**src/scov_pkg.sv**
```systemverilog
package scov_pkg;

  // Field and accumulator widths
  localparam int COORD_W  = 24;
  localparam int PROD_W   = 2 * COORD_W;
  localparam int SUM_W    = 36;
  localparam int PSUM_W   = 60;
  localparam int CNT_W    = 13;
  localparam int NUM_W    = 73;
  localparam int MAG_W    = NUM_W - 1;
  localparam int D_W      = 24;
  localparam int Q_W      = 48;
  localparam int VAR_W    = 47;

  // Shared multiplier: one chunk of the second operand per cycle
  localparam int MUL_CHUNK = 12;
  localparam int MUL_STEPS = SUM_W / MUL_CHUNK;
  localparam int STEP_W    = $clog2(MUL_STEPS);

  // Serial divider: one quotient bit per cycle
  localparam int DIV_CNT_W = $clog2(MAG_W);

  // Set queue between front and back
  localparam int QDEPTH  = 2;
  localparam int PTR_W   = $clog2(QDEPTH);
  localparam int LEVEL_W = $clog2(QDEPTH + 1);

  localparam int MAX_SAMPLES_DEF = 4096;

  typedef enum logic [1:0] {
    STAT_OK      = 2'd0,
    STAT_TOO_FEW = 2'd1,
    STAT_CAP     = 2'd2
  } status_t;

  typedef enum logic [2:0] {
    ENT_XX = 3'd0,
    ENT_XY = 3'd1,
    ENT_XZ = 3'd2,
    ENT_YY = 3'd3,
    ENT_YZ = 3'd4,
    ENT_ZZ = 3'd5
  } entry_t;

  localparam int NUM_ENT = 6;

  typedef enum logic [3:0] {
    S_IDLE,
    S_SETUP,
    S_M1_GO,
    S_M1_WAIT,
    S_M2_GO,
    S_M2_WAIT,
    S_DIFF,
    S_DIV_GO,
    S_DIV_WAIT,
    S_EMIT
  } back_state_t;

  // Accumulated totals of one sample set
  typedef struct packed {
    logic signed [SUM_W-1:0]  sum_x;
    logic signed [SUM_W-1:0]  sum_y;
    logic signed [SUM_W-1:0]  sum_z;
    logic signed [PSUM_W-1:0] sum_xx;
    logic signed [PSUM_W-1:0] sum_xy;
    logic signed [PSUM_W-1:0] sum_xz;
    logic signed [PSUM_W-1:0] sum_yy;
    logic signed [PSUM_W-1:0] sum_yz;
    logic signed [PSUM_W-1:0] sum_zz;
    logic [CNT_W-1:0]         count;
    logic                     overflowed;
  } acc_t;

endpackage

```
**src/scov_queue.sv**
```systemverilog
module scov_queue (
  input  logic                           clk,
  input  logic                           rst,
  input  logic                           push,
  input  scov_pkg::acc_t                 push_data,
  input  logic                           pop,
  output scov_pkg::acc_t                 head,
  output logic [scov_pkg::LEVEL_W-1:0]   level
);
  import scov_pkg::*;

  acc_t              mem [QDEPTH];
  logic [PTR_W-1:0]  wr_ptr;
  logic [PTR_W-1:0]  rd_ptr;

  // Store a finished set
  always_ff @(posedge clk) begin
    if (push) begin
      mem[wr_ptr] <= push_data;
    end
  end

  // Advance pointers and track the fill level
  always_ff @(posedge clk) begin
    if (rst) begin
      wr_ptr <= '0;
      rd_ptr <= '0;
      level  <= '0;
    end else begin
      if (push) begin
        wr_ptr <= wr_ptr + PTR_W'(1);
      end
      if (pop) begin
        rd_ptr <= rd_ptr + PTR_W'(1);
      end
      level <= level + LEVEL_W'(push) - LEVEL_W'(pop);
    end
  end

  assign head = mem[rd_ptr];

endmodule

```
**config.mk**
```make
export PLATFORM = sky130hd
export DESIGN_NAME = scov_queue
export DESIGN_NICKNAME = d
export VERILOG_FILES = /design/src/scov_pkg.sv /design/src/scov_queue.sv
export SDC_FILE = /design/constraint.sdc
export NUM_CORES = 1
export LEC_CHECK = 0
export BUFFER_PORTS_ARGS = -buffer_cell sky130_fd_sc_hd__buf_2
export CORE_AREA = 5 5 380 382
export CTS_CLUSTER_SIZE = 28
export DETAILED_ROUTE_END_ITERATION = 10
export DIE_AREA = 0 0 385 387
export PLACE_DENSITY = 0.52
export SKIP_LAST_GASP = 1
export SLEW_MARGIN = 20
export SYNTH_ARGS = -nofsm -noshare
export SYNTH_HDL_FRONTEND = slang
export SYNTH_SLANG_ARGS = --single-unit
```
**constraint.sdc**
```tcl
create_clock -name clk -period 24.5 [get_ports clk]
set_input_delay 2.45 -clock clk [delete_from_list [all_inputs] [get_ports clk]]
set_output_delay 2.45 -clock clk [all_outputs]
set_load 0.05 [all_outputs]
```
==> results.toml <==
[outcome]
outcome = "complete, no violations"

[finish]
layoutNonFillerInstCount = 4550
drive_gt1_share_pct = 61.3
nets = 3046
synthToLayoutAreaGrowth_pct = 28.6

[placement]
port-buffer-count = 969
dp_cells = 4342
pre_cts_ws_ns = 17.23
dp_hpwl_mm = 71.1
routabilityCongestion = 0.778

[pwr]
pwr-share-clk_pct = 35.9
p_per_area_mw_per_mm2 = 91.2
power.switching_mw = 1.17
peakVddDrop_mv = 0.0644
intPower_mw = 2.96
combPwrFrac_pct = 16.6
p_total_mw = 4.13
seqPwrFrac_pct = 47.5
power.leakage_nw = 16.5
sw_frac_of_total_pct = 28.3

[global_routing]
overflow = 0
met1_usage_pct = 14.0
grt_use_met2_pct = 21.7
antenna_found_initial = 56
grt_max_degree = 149
grt_pass1_vias = 19000
grt_use_total_pct = 12.5
top_usage_layer = "met2"
grt_pass1_wl_mm = 136
use_met3_pct = 5.54

[timing]
holdWs_ns = 0.534
setup-tns-final_ns = 0
slew_violations = 0
clock_skew_ns = 0.0289
timing.final.ws_setup_ns = 17.56
max_clock_freq_mhz = 144
slew_headroom_pct = 30.6
setup_viol_count_final = 0
period_needed_ns = 6.94
min_period_over_period_pct = 28.3
rsz0062_at_grt = "false"
worst_slew_pin_slew_ns = 1.04
hold_viol_final = 0

[synth]
yosys-top-cells-count = "964 x edfxtp_1, 482 x mux2_2, 53 x buf_6"
ys_warn_count = 0
async_reset_ff_share_pct = 0
yosys-top-cells-area = "edfxtp_1 82%, mux2_2 15%, buf_6 1.7%"
synth_top_flop_cell = "edfxtp_1"
synthesis.nets = 2007
synth_most_common_cell = "edfxtp_1"
synth.largest_area_cell = "edfxtp_1"
ys_seq_elements = 969
synth-edff-count = 964
synth_cell_types = 12
synth_top_cell_area_share_pct = 82.3
synthCells = 1519
ys_seq_area_share_pct = 82.6
postSynthAreaPerCell_sq_um = 23.2
synth_area_sq_mm = 0.0352

[setup_path]
start_kind = "register"
critPathKind = "reg -> out"
cp_data_arrival_time_ns = 4.49
crit_path_end_kind = "output port"
path_max_fanout = 69
cp.required_ns = 22.05

[routing]
num_vias = 18300
vias_per_cell = 4.01
drtIter0Drc = 918
final_antenna_net_count = 0
detail_route.wirelength_mm = 97.9
wire_per_inst_um = 21.5
drc = 0
first_pass_iters = 5

[clocking]
cts_buffers = 104
cts_setup_buffers = 0
tritoncts = "built"
clockBufferDepth = 3
htreeDepth = 3
holdBufCountCts = 0
clk_pin_slew_ns = 0.06
cts-root-buf = "clkbuf_16"
post_cts_resized = 0
clk_latency_ns = 0.70
clock-sinks = 969

[floorplanning]
coreArea_sq_mm = 0.141
start_util_pct = 25.0
io_pins = 970
rows = 138
die_w_um = 385
fp.dieH_um = 387
dieArea_sq_mm = 0.149

[hold_path]
hp-class = "reg -> reg"

[run]
drv_cap = 0
[through the flow]
step,utilization [%],area [sq um]
final,32.2,45300
after global routing,32.1,45200
after CTS,32.1,45200
after global placement,29.8,42000
after floorplan,-,35200
after detailed placement,29.8,42000
[routing by layer]
| layer | up-vias | part of all wire, % |
|---|---|---|
| met1 | 9122 | 38 |
| met5 | - | 0.13 |
| li1 | 8218 | - |
| met4 | 16 | 2.3 |
| met3 | 183 | 10 |
| met2 | 725 | 49 |
[registers in the layout (all words and copies together), names as in the netlist, named ones only]
signal  count
level       2
wr_ptr      1
rd_ptr      1
mem       964
[power groups by stage]
stage	logic [mW]	registers (mW)	clock network, mW
global placement	0.693	1.99	0
CTS	0.697	1.96	1.53
floorplan	0.504	2.04	0
finish	0.684	1.96	1.48
detailed placement	0.695	2.00	0
global route	0.717	1.97	1.61
[worst paths after layout]
| path | end | slack, ns | startpoint | depth (start not counted) |
|---|---|---|---|---|
| worst max register to register | mem[1][184]$_DFFE_PP_ | 19.57 | wr_ptr$_SDFFE_PP0P_ | 5 |
| worst min-delay path | rd_ptr$_SDFFE_PP0P_ | 0.53 | rd_ptr$_SDFFE_PP0P_ | 2 |
| worst min register to register | rd_ptr$_SDFFE_PP0P_ | 0.53 | rd_ptr$_SDFFE_PP0P_ | 2 |
| worst max-delay path | head[61] | 17.56 | register | 5 |
[cell type report]
class / instances / area, sq um
clock buffer: 122 / 2690
sequential: 969 / 29100
tap: 1890 / 2360
inverter: 2 / 7.51
timing repair buffer: 987 / 5040
clock inverter: 73 / 541
multi-input combinational: 494 / 5540
antenna: 13 / 32.5
fill: 13700 / 95500
[cells in the final DEF (no fill, tap or decap), drive strengths merged]
master      n
and2        1
buf       987
bufinv      5
clkbuf    122
clkinv     60
clkinvlp    3
dfxtp       5
diode      13
edfxtp    964
ha          2
inv         7
mux2      482
nor2        4
nor2b       2
xnor2       2
xnor3       1
[logic make-up (layout without fill, tap and decap cells)]
logic type    after synthesis  in the layout  share of synthesized area, %
buf+inv                    56           1184                          1.73
mux                       482            482                          15.4
xor+xnor                    3              3                         0.114
flops                     969            969                          82.6
fa+ha+maj                   2              2                        0.0711
other cells                 0             13                             0
simple gates                7              7                        0.0960
[worst max-delay path, cell delays in order (launching register included)]
cell and delay [ns]:
dfxtp_4 0.77, buf_4 0.66, buf_4 0.70, buf_4 0.79
mux2_2 0.43, buf_2 0.22
(Power assumes the default switching activity.)
