File: src/scov_pkg.sv
package scov_pkg;

  // Field and accumulator widths
  localparam int COORD_W  = 24;
  localparam int PROD_W   = 2 * COORD_W;
  localparam int SUM_W    = 36;
  localparam int PSUM_W   = 60;
  localparam int CNT_W    = 13;
  localparam int NUM_W    = 73;
  localparam int MAG_W    = NUM_W - 1;
  localparam int D_W      = 24;
  localparam int Q_W      = 48;
  localparam int VAR_W    = 47;

  // Shared multiplier: one chunk of the second operand per cycle
  localparam int MUL_CHUNK = 12;
  localparam int MUL_STEPS = SUM_W / MUL_CHUNK;
  localparam int STEP_W    = $clog2(MUL_STEPS);

  // Serial divider: one quotient bit per cycle
  localparam int DIV_CNT_W = $clog2(MAG_W);

  // Set queue between front and back
  localparam int QDEPTH  = 2;
  localparam int PTR_W   = $clog2(QDEPTH);
  localparam int LEVEL_W = $clog2(QDEPTH + 1);

  localparam int MAX_SAMPLES_DEF = 4096;

  typedef enum logic [1:0] {
    STAT_OK      = 2'd0,
    STAT_TOO_FEW = 2'd1,
    STAT_CAP     = 2'd2
  } status_t;

  typedef enum logic [2:0] {
    ENT_XX = 3'd0,
    ENT_XY = 3'd1,
    ENT_XZ = 3'd2,
    ENT_YY = 3'd3,
    ENT_YZ = 3'd4,
    ENT_ZZ = 3'd5
  } entry_t;

  localparam int NUM_ENT = 6;

  typedef enum logic [3:0] {
    S_IDLE,
    S_SETUP,
    S_M1_GO,
    S_M1_WAIT,
    S_M2_GO,
    S_M2_WAIT,
    S_DIFF,
    S_DIV_GO,
    S_DIV_WAIT,
    S_EMIT
  } back_state_t;

  // Accumulated totals of one sample set
  typedef struct packed {
    logic signed [SUM_W-1:0]  sum_x;
    logic signed [SUM_W-1:0]  sum_y;
    logic signed [SUM_W-1:0]  sum_z;
    logic signed [PSUM_W-1:0] sum_xx;
    logic signed [PSUM_W-1:0] sum_xy;
    logic signed [PSUM_W-1:0] sum_xz;
    logic signed [PSUM_W-1:0] sum_yy;
    logic signed [PSUM_W-1:0] sum_yz;
    logic signed [PSUM_W-1:0] sum_zz;
    logic [CNT_W-1:0]         count;
    logic                     overflowed;
  } acc_t;

endpackage

File: src/scov_mul.sv
module scov_mul (
  input  logic                               clk,
  input  logic                               rst,
  input  logic                               start,
  input  logic signed [scov_pkg::PSUM_W-1:0] a,
  input  logic signed [scov_pkg::SUM_W-1:0]  b,
  output logic                               done,
  output logic signed [scov_pkg::NUM_W-1:0]  product
);
  import scov_pkg::*;

  logic                         run;
  logic [STEP_W-1:0]            step;
  logic [PSUM_W-1:0]            mag_a;
  logic [SUM_W-1:0]             mag_b;
  logic                         neg;
  logic [MAG_W-1:0]             acc;
  logic [PSUM_W+MUL_CHUNK-1:0]  part;
  logic signed [NUM_W-1:0]      mag_s;

  // Multiply by the top chunk of the second operand
  assign part = mag_a * mag_b[SUM_W-1 -: MUL_CHUNK];

  // Load magnitudes, then shift and add one chunk per cycle
  always_ff @(posedge clk) begin
    if (rst) begin
      run  <= 1'b0;
      done <= 1'b0;
    end else begin
      done <= 1'b0;
      if (start) begin
        run   <= 1'b1;
        step  <= '0;
        acc   <= '0;
        mag_a <= a[PSUM_W-1] ? PSUM_W'(-a) : PSUM_W'(a);
        mag_b <= b[SUM_W-1] ? SUM_W'(-b) : SUM_W'(b);
        neg   <= a[PSUM_W-1] ^ b[SUM_W-1];
      end else if (run) begin
        acc   <= (acc << MUL_CHUNK) + MAG_W'(part);
        mag_b <= mag_b << MUL_CHUNK;
        step  <= step + STEP_W'(1);
        if (step == STEP_W'(MUL_STEPS - 1)) begin
          run  <= 1'b0;
          done <= 1'b1;
        end
      end
    end
  end

  // Restore the sign
  assign mag_s   = {1'b0, acc};
  assign product = neg ? -mag_s : mag_s;

endmodule

File: src/scov_div.sv
module scov_div (
  input  logic                        clk,
  input  logic                        rst,
  input  logic                        start,
  input  logic [scov_pkg::MAG_W-1:0]  dividend,
  input  logic [scov_pkg::D_W-1:0]    divisor,
  output logic                        done,
  output logic [scov_pkg::Q_W-1:0]    quotient
);
  import scov_pkg::*;

  logic                  run;
  logic [DIV_CNT_W-1:0]  cnt;
  logic [MAG_W-1:0]      dvd;
  logic [D_W-1:0]        dsr;
  logic [D_W-1:0]        rem;
  logic [Q_W-1:0]        quo;
  logic [D_W:0]          rem_sh;
  logic [D_W:0]          diff;
  logic                  ge;

  // Trial subtract for one quotient bit
  assign rem_sh = {rem, dvd[MAG_W-1]};
  assign diff   = rem_sh - {1'b0, dsr};
  assign ge     = rem_sh >= {1'b0, dsr};

  // Restoring division, most significant bit first
  always_ff @(posedge clk) begin
    if (rst) begin
      run  <= 1'b0;
      done <= 1'b0;
    end else begin
      done <= 1'b0;
      if (start) begin
        run <= 1'b1;
        cnt <= '0;
        dvd <= dividend;
        dsr <= divisor;
        rem <= '0;
        quo <= '0;
      end else if (run) begin
        rem <= ge ? diff[D_W-1:0] : rem_sh[D_W-1:0];
        quo <= {quo[Q_W-2:0], ge};
        dvd <= dvd << 1;
        cnt <= cnt + DIV_CNT_W'(1);
        if (cnt == DIV_CNT_W'(MAG_W - 1)) begin
          run  <= 1'b0;
          done <= 1'b1;
        end
      end
    end
  end

  assign quotient = quo;

endmodule

File: src/scov_back.sv
module scov_back (
  input  logic                                clk,
  input  logic                                rst,
  input  logic [scov_pkg::LEVEL_W-1:0]        q_level,
  input  scov_pkg::acc_t                      head,
  output logic                                pop,
  output logic                                done,
  output logic [scov_pkg::VAR_W-1:0]          var_x,
  output logic signed [scov_pkg::Q_W-1:0]     cov_xy,
  output logic signed [scov_pkg::Q_W-1:0]     cov_xz,
  output logic [scov_pkg::VAR_W-1:0]          var_y,
  output logic signed [scov_pkg::Q_W-1:0]     cov_yz,
  output logic [scov_pkg::VAR_W-1:0]          var_z,
  output logic [scov_pkg::CNT_W-1:0]          samples_used,
  output logic [1:0]                          status
);
  import scov_pkg::*;

  back_state_t               state, state_next;
  acc_t                      job;
  entry_t                    entry;
  logic [D_W-1:0]            d;
  logic [2*CNT_W-1:0]        nn;
  logic signed [NUM_W-1:0]   p1;
  logic signed [NUM_W-1:0]   num;
  logic [Q_W-1:0]            res [NUM_ENT];
  status_t                   stat;
  logic [CNT_W-1:0]          used;

  logic                      mul_start, mul_done;
  logic signed [PSUM_W-1:0]  mul_a;
  logic signed [SUM_W-1:0]   mul_b;
  logic signed [NUM_W-1:0]   mul_product;
  logic                      div_start, div_done;
  logic [MAG_W-1:0]          div_dividend;
  logic [Q_W-1:0]            div_quotient;

  logic signed [PSUM_W-1:0]  sab;
  logic signed [SUM_W-1:0]   sa, sb;

  // Pick the sums for the current matrix entry
  always_comb begin
    unique case (entry)
      ENT_XX: begin sab = job.sum_xx; sa = job.sum_x; sb = job.sum_x; end
      ENT_XY: begin sab = job.sum_xy; sa = job.sum_x; sb = job.sum_y; end
      ENT_XZ: begin sab = job.sum_xz; sa = job.sum_x; sb = job.sum_z; end
      ENT_YY: begin sab = job.sum_yy; sa = job.sum_y; sb = job.sum_y; end
      ENT_YZ: begin sab = job.sum_yz; sa = job.sum_y; sb = job.sum_z; end
      ENT_ZZ: begin sab = job.sum_zz; sa = job.sum_z; sb = job.sum_z; end
      default: begin sab = '0; sa = '0; sb = '0; end
    endcase
  end

  // First product n*Sab, second product Sa*Sb
  assign mul_a = (state == S_M1_GO) ? sab : PSUM_W'(sa);
  assign mul_b = (state == S_M1_GO) ? $signed(SUM_W'(job.count)) : sb;

  assign nn           = job.count * (job.count - CNT_W'(1));
  assign div_dividend = num[NUM_W-1] ? MAG_W'(-num) : MAG_W'(num);

  scov_mul u_mul (
    .clk     (clk),
    .rst     (rst),
    .start   (mul_start),
    .a       (mul_a),
    .b       (mul_b),
    .done    (mul_done),
    .product (mul_product)
  );

  scov_div u_div (
    .clk      (clk),
    .rst      (rst),
    .start    (div_start),
    .dividend (div_dividend),
    .divisor  (d),
    .done     (div_done),
    .quotient (div_quotient)
  );

  // Next state
  always_comb begin
    state_next = state;
    unique case (state)
      S_IDLE: begin
        if (q_level != '0) begin
          state_next = (head.count < CNT_W'(2)) ? S_EMIT : S_SETUP;
        end
      end
      S_SETUP:   state_next = S_M1_GO;
      S_M1_GO:   state_next = S_M1_WAIT;
      S_M1_WAIT: if (mul_done) state_next = S_M2_GO;
      S_M2_GO:   state_next = S_M2_WAIT;
      S_M2_WAIT: if (mul_done) state_next = S_DIFF;
      S_DIFF:    state_next = S_DIV_GO;
      S_DIV_GO:  state_next = S_DIV_WAIT;
      S_DIV_WAIT: begin
        if (div_done) begin
          state_next = (entry == ENT_ZZ) ? S_EMIT : S_M1_GO;
        end
      end
      S_EMIT:    state_next = S_IDLE;
      default:   state_next = S_IDLE;
    endcase
  end

  // Control outputs
  always_comb begin
    pop       = 1'b0;
    mul_start = 1'b0;
    div_start = 1'b0;
    done      = 1'b0;
    unique case (state)
      S_IDLE:   pop       = (q_level != '0);
      S_M1_GO:  mul_start = 1'b1;
      S_M2_GO:  mul_start = 1'b1;
      S_DIV_GO: div_start = 1'b1;
      S_EMIT:   done      = 1'b1;
      default: begin
      end
    endcase
  end

  always_ff @(posedge clk) begin
    if (rst) begin
      state <= S_IDLE;
    end else begin
      state <= state_next;
    end
  end

  // Datapath registers
  always_ff @(posedge clk) begin
    unique case (state)
      S_IDLE: begin
        if (q_level != '0) begin
          job   <= head;
          used  <= head.count;
          entry <= ENT_XX;
          for (int i = 0; i < NUM_ENT; i++) begin
            res[i] <= '0;
          end
          if (head.count < CNT_W'(2)) begin
            stat <= STAT_TOO_FEW;
          end else if (head.overflowed) begin
            stat <= STAT_CAP;
          end else begin
            stat <= STAT_OK;
          end
        end
      end
      S_SETUP: d <= D_W'(nn);
      S_M1_WAIT: if (mul_done) p1 <= mul_product;
      S_DIFF: num <= p1 - mul_product;
      S_DIV_WAIT: begin
        if (div_done) begin
          res[entry] <= num[NUM_W-1] ? -div_quotient : div_quotient;
          if (entry != ENT_ZZ) begin
            entry <= entry_t'(entry + 3'd1);
          end
        end
      end
      default: begin
      end
    endcase
  end

  assign var_x        = res[ENT_XX][VAR_W-1:0];
  assign cov_xy       = res[ENT_XY];
  assign cov_xz       = res[ENT_XZ];
  assign var_y        = res[ENT_YY][VAR_W-1:0];
  assign cov_yz       = res[ENT_YZ];
  assign var_z        = res[ENT_ZZ][VAR_W-1:0];
  assign samples_used = used;
  assign status       = stat;

endmodule

File: config.mk
export PLATFORM = sky130hd
export DESIGN_NAME = scov_back
export DESIGN_NICKNAME = d
export VERILOG_FILES = /design/src/scov_pkg.sv /design/src/scov_mul.sv /design/src/scov_div.sv /design/src/scov_back.sv
export SDC_FILE = /design/constraint.sdc
export NUM_CORES = 2
export LEC_CHECK = 0
export ABC_AREA = 1
export BUFFER_PORTS_ARGS = -buffer_cell sky130_fd_sc_hd__buf_2
export CORE_UTILIZATION = 60
export CTS_CLUSTER_DIAMETER = 200
export DETAILED_ROUTE_END_ITERATION = 10
export GPL_TIMING_DRIVEN = 0
export HOLD_SLACK_MARGIN = 0.05
export MAX_ROUTING_LAYER = met4
export PLACE_DENSITY = 0.8
export RECOVER_POWER = 50
export REMOVE_ABC_BUFFERS = 1
export SLEW_MARGIN = 20
export SYNTH_ARGS = -nofsm -noshare
export SYNTH_HDL_FRONTEND = slang
export SYNTH_SLANG_ARGS = --single-unit
export TNS_END_PERCENT = 1
File: constraint.sdc
create_clock -name clk -period 43.8 [get_ports clk]
set_clock_uncertainty 0.1 [all_clocks]
set_input_delay 8.76 -clock clk [delete_from_list [all_inputs] [get_ports clk]]
set_output_delay 8.76 -clock clk [all_outputs]
set_load 0.02 [all_outputs]
==> impl_metrics.toml <==
[outcome]
status = "complete, but fails checks"
violations = "capacitance limit, slew limit"

[cells_and_area]
syn_to_final_growth_pct = 12.3
fin_util = 0.679
drive_above_1_share = 0.0966
layout.nets = 13000
finish.instance_area_mm2 = 0.106
nFillCells = 12100

[clock_network]
cts.htree.levels = 4
post-cts-setup-buffer-count = 0
clkTransAtPathRegs_ps = 60
cts_buffer_depth = 3
clock-sinks = 1293
cts_resized = 0
cts_root_buf = "clkbuf_16"
hold_buffers = 0
cts_tree = "built"
cts_inserted_buffers = 141
worstSkewPairLatency_ps = 840

[yosys]
ys_top_cells_by_count = "nand2_1 (2958), inv_1 (1758), nor2_1 (1335)"
synthCells = 10800
async_reset_ff_frac = 0
synth_seq_area_share = 0.410
syn_area_mm2 = 0.0944
ys_warn_count = 0
synth_seq_cells = 1293
synth_top_area_cell = "edfxtp_1"
synthMostInstantiatedCell = "nand2_1"
synthTopCellsByArea = "edfxtp_1 (41%), fa_1 (16%), nand2_1 (12%)"
synth_edf_count = 1285
yosys_most_used_dff = "edfxtp_1"
synth.top_cell.area_share = 0.409
synth.distinct_cells = 60
avgSynthCellArea_um2 = 8.75

[grt]
grt_start_max_net_pins = 124
grt_use_total = 0.375
antenna_found_initial = 29
grt.overflow.total = 0
grt_pass1_wl_mm = 439
grt_pass1_vias = 78500

[setup_path]
end_kind = "output pin"
criticalPathCategory = "in -> out"
r2r_slack_ps = 34540
max_stage_delay_ps = 650
path_max_fanout = 45
cp.arrival_ps = 10470
cp.required_ps = 34940
worstReg2RegEnd = "u_mul.mag_a[2]"
cp_slowest_cell = "nand2_1"
crit_top_cell = "buf_2"
rr_worst_depth = 12
r2r_start = "entry[2]"
startpoint_type = "input port"
crit_chain = "buf_2 > or2_2 > nand2_1 > inv_8 > buf_2"

[drt]
avgRoutedWirePerCell_um = 21.1
viasPerCell = 5.64
routed_wl_mm = 288
drt-initial-drc-count = 7246
dr.pass1.iters = 8
drtAntennaViolNets = 0
vias = 77000
drc = 0

[min_path]
worst_hold_startpoint = "d[20]"
whs_path_depth = 0
hold_path_class = "reg -> reg"
min_to = "u_div.dsr[20]"

[place]
globalplace.congestion = 1.04
portBuffers = 787
placedInstanceArea_mm2 = 0.102
dp_hpwl_mm = 228

[die]
fp.dieH_um = 399
core_area_mm2 = 0.156
chipWidth_um = 399
dieArea_mm2 = 0.159
start_util = 0.605
rows = 145
io_pins = 788

[job]
cap_violations = 13

[timing]
finalMaxSlewViolations = 510
fin_crit_ps = 19330
max_freq_mhz = 51.7
rsz0062_at_grt = "false"
hold_violations = 0
worst_pin_slew_ps = 4120
tns_ps = 0
finalSetupViolCount = 0
period_share = 0.441
relSlewSlack = -1.75
==> final cells by class <==
class                   count  area (um2)  share of cell area
diodes                     32        80.1            0.000755
clock buffers             158        3610              0.0341
clock inverters            92        1170              0.0111
inverters                1776        6690              0.0631
multi-input cells        7357       47500               0.447
flip-flops and latches   1293       38700               0.365
well taps                2058        2570              0.0243
repair buffers            896        5720              0.0539
==> state kept, by name (all words and copies together), names as in the netlist, 3 cells and up <==
register	flops
num	73
d	23
u_div.dvd	72
u_div.cnt	7
state	4
u_mul.acc	72
u_mul.mag_a	60
res	285
job	468
u_mul.mag_b	36
u_div.quotient	48
entry	3
samples_used	13
u_div.dsr	23
u_div.rem	24
p1	73
==> metal layers <==
metal | GRT usage | vias up | routed length (um)
met5 | - | - | 0
met4 | 0.202 | 0 | 17700
met3 | 0.0546 | 843 | 22600
met2 | 0.627 | 3935 | 141000
met1 | 0.435 | 36800 | 106000
li1 | - | 35500 | -
==> metrics by stage <==
step / worst slack (ps) / hold slack [ps] / cells
after global routing: 24440 / 325 / 13700
final: 24470 / 315 / 13700
after detailed placement: 24450 / 305 / 13400
after CTS: 24450 / 316 / 13600
after floorplan: 16570 / 300 / 10400
after global placement: 12280 / 300 / 13300
==> worst max-delay path: cells and delay by family <==
kind | cells | cell delay (ps)
buffers and inverters | 3 | 700
and+or+nand+nor | 2 | 1000
==> worst max path at each step <==
| stage | startpoint | to | slack (ps) | depth (start not counted) |
|---|---|---|---|---|
| after floorplan | q_level[1] | pop | 16570 | 3 |
| after global placement | q_level[1] | pop | 12280 | 5 |
| after detailed placement | q_level[1] | pop | 24450 | 5 |
| after CTS | q_level[1] | pop | 24450 | 5 |
| after global routing | q_level[1] | pop | 24440 | 5 |
| final | q_level[1] | pop | 24470 | 5 |
==> layout by cell type (no fill, tap or decap), types with 11 or more instances in the layout <==
cell and n:
nor2_1 1337, buf_8 31, nand2_1 2955, edfxtp_1 1285, o21a_1 32, buf_2 735, buf_6 12, nand3b_1 23
diode_2 32, nand3_1 353, o21ai_0 348, a21o_1 30, o31ai_1 15, fa_1 770, clkbuf_16 142, clkinv_16 11
xor2_1 206, clkbuf_1 89, a31oi_1 40, clkinv_1 36, o211ai_1 18, nor4_1 51, nand4_1 97, nor3_1 113
clkinv_2 15, inv_1 1758, a21oi_1 413, nor2_2 19, bufinv_16 15, ha_1 313, buf_16 35, or2_2 13
a21boi_0 21, o21bai_1 35, xnor2_1 63
==> cells by family (layout without fill, tap and decap cells) <==
logic type | count (synthesis) | count (layout) | share of synthesized area
flip-flops | 1293 | 1293 | 0.410
XOR/XNOR | 269 | 269 | 0.0249
buffers and inverters | 2143 | 2922 | 0.0877
other | 0 | 32 | 0
adder cells (fa/ha/maj) | 1084 | 1084 | 0.205
AO/OA/AOI/OAI | 991 | 991 | 0.0584
AND/OR/NAND/NOR | 5013 | 5013 | 0.214
Power is left out: the tool's default activity adds up to more than one toggle a clock period on the data nets, which glitch-free logic cannot reach.
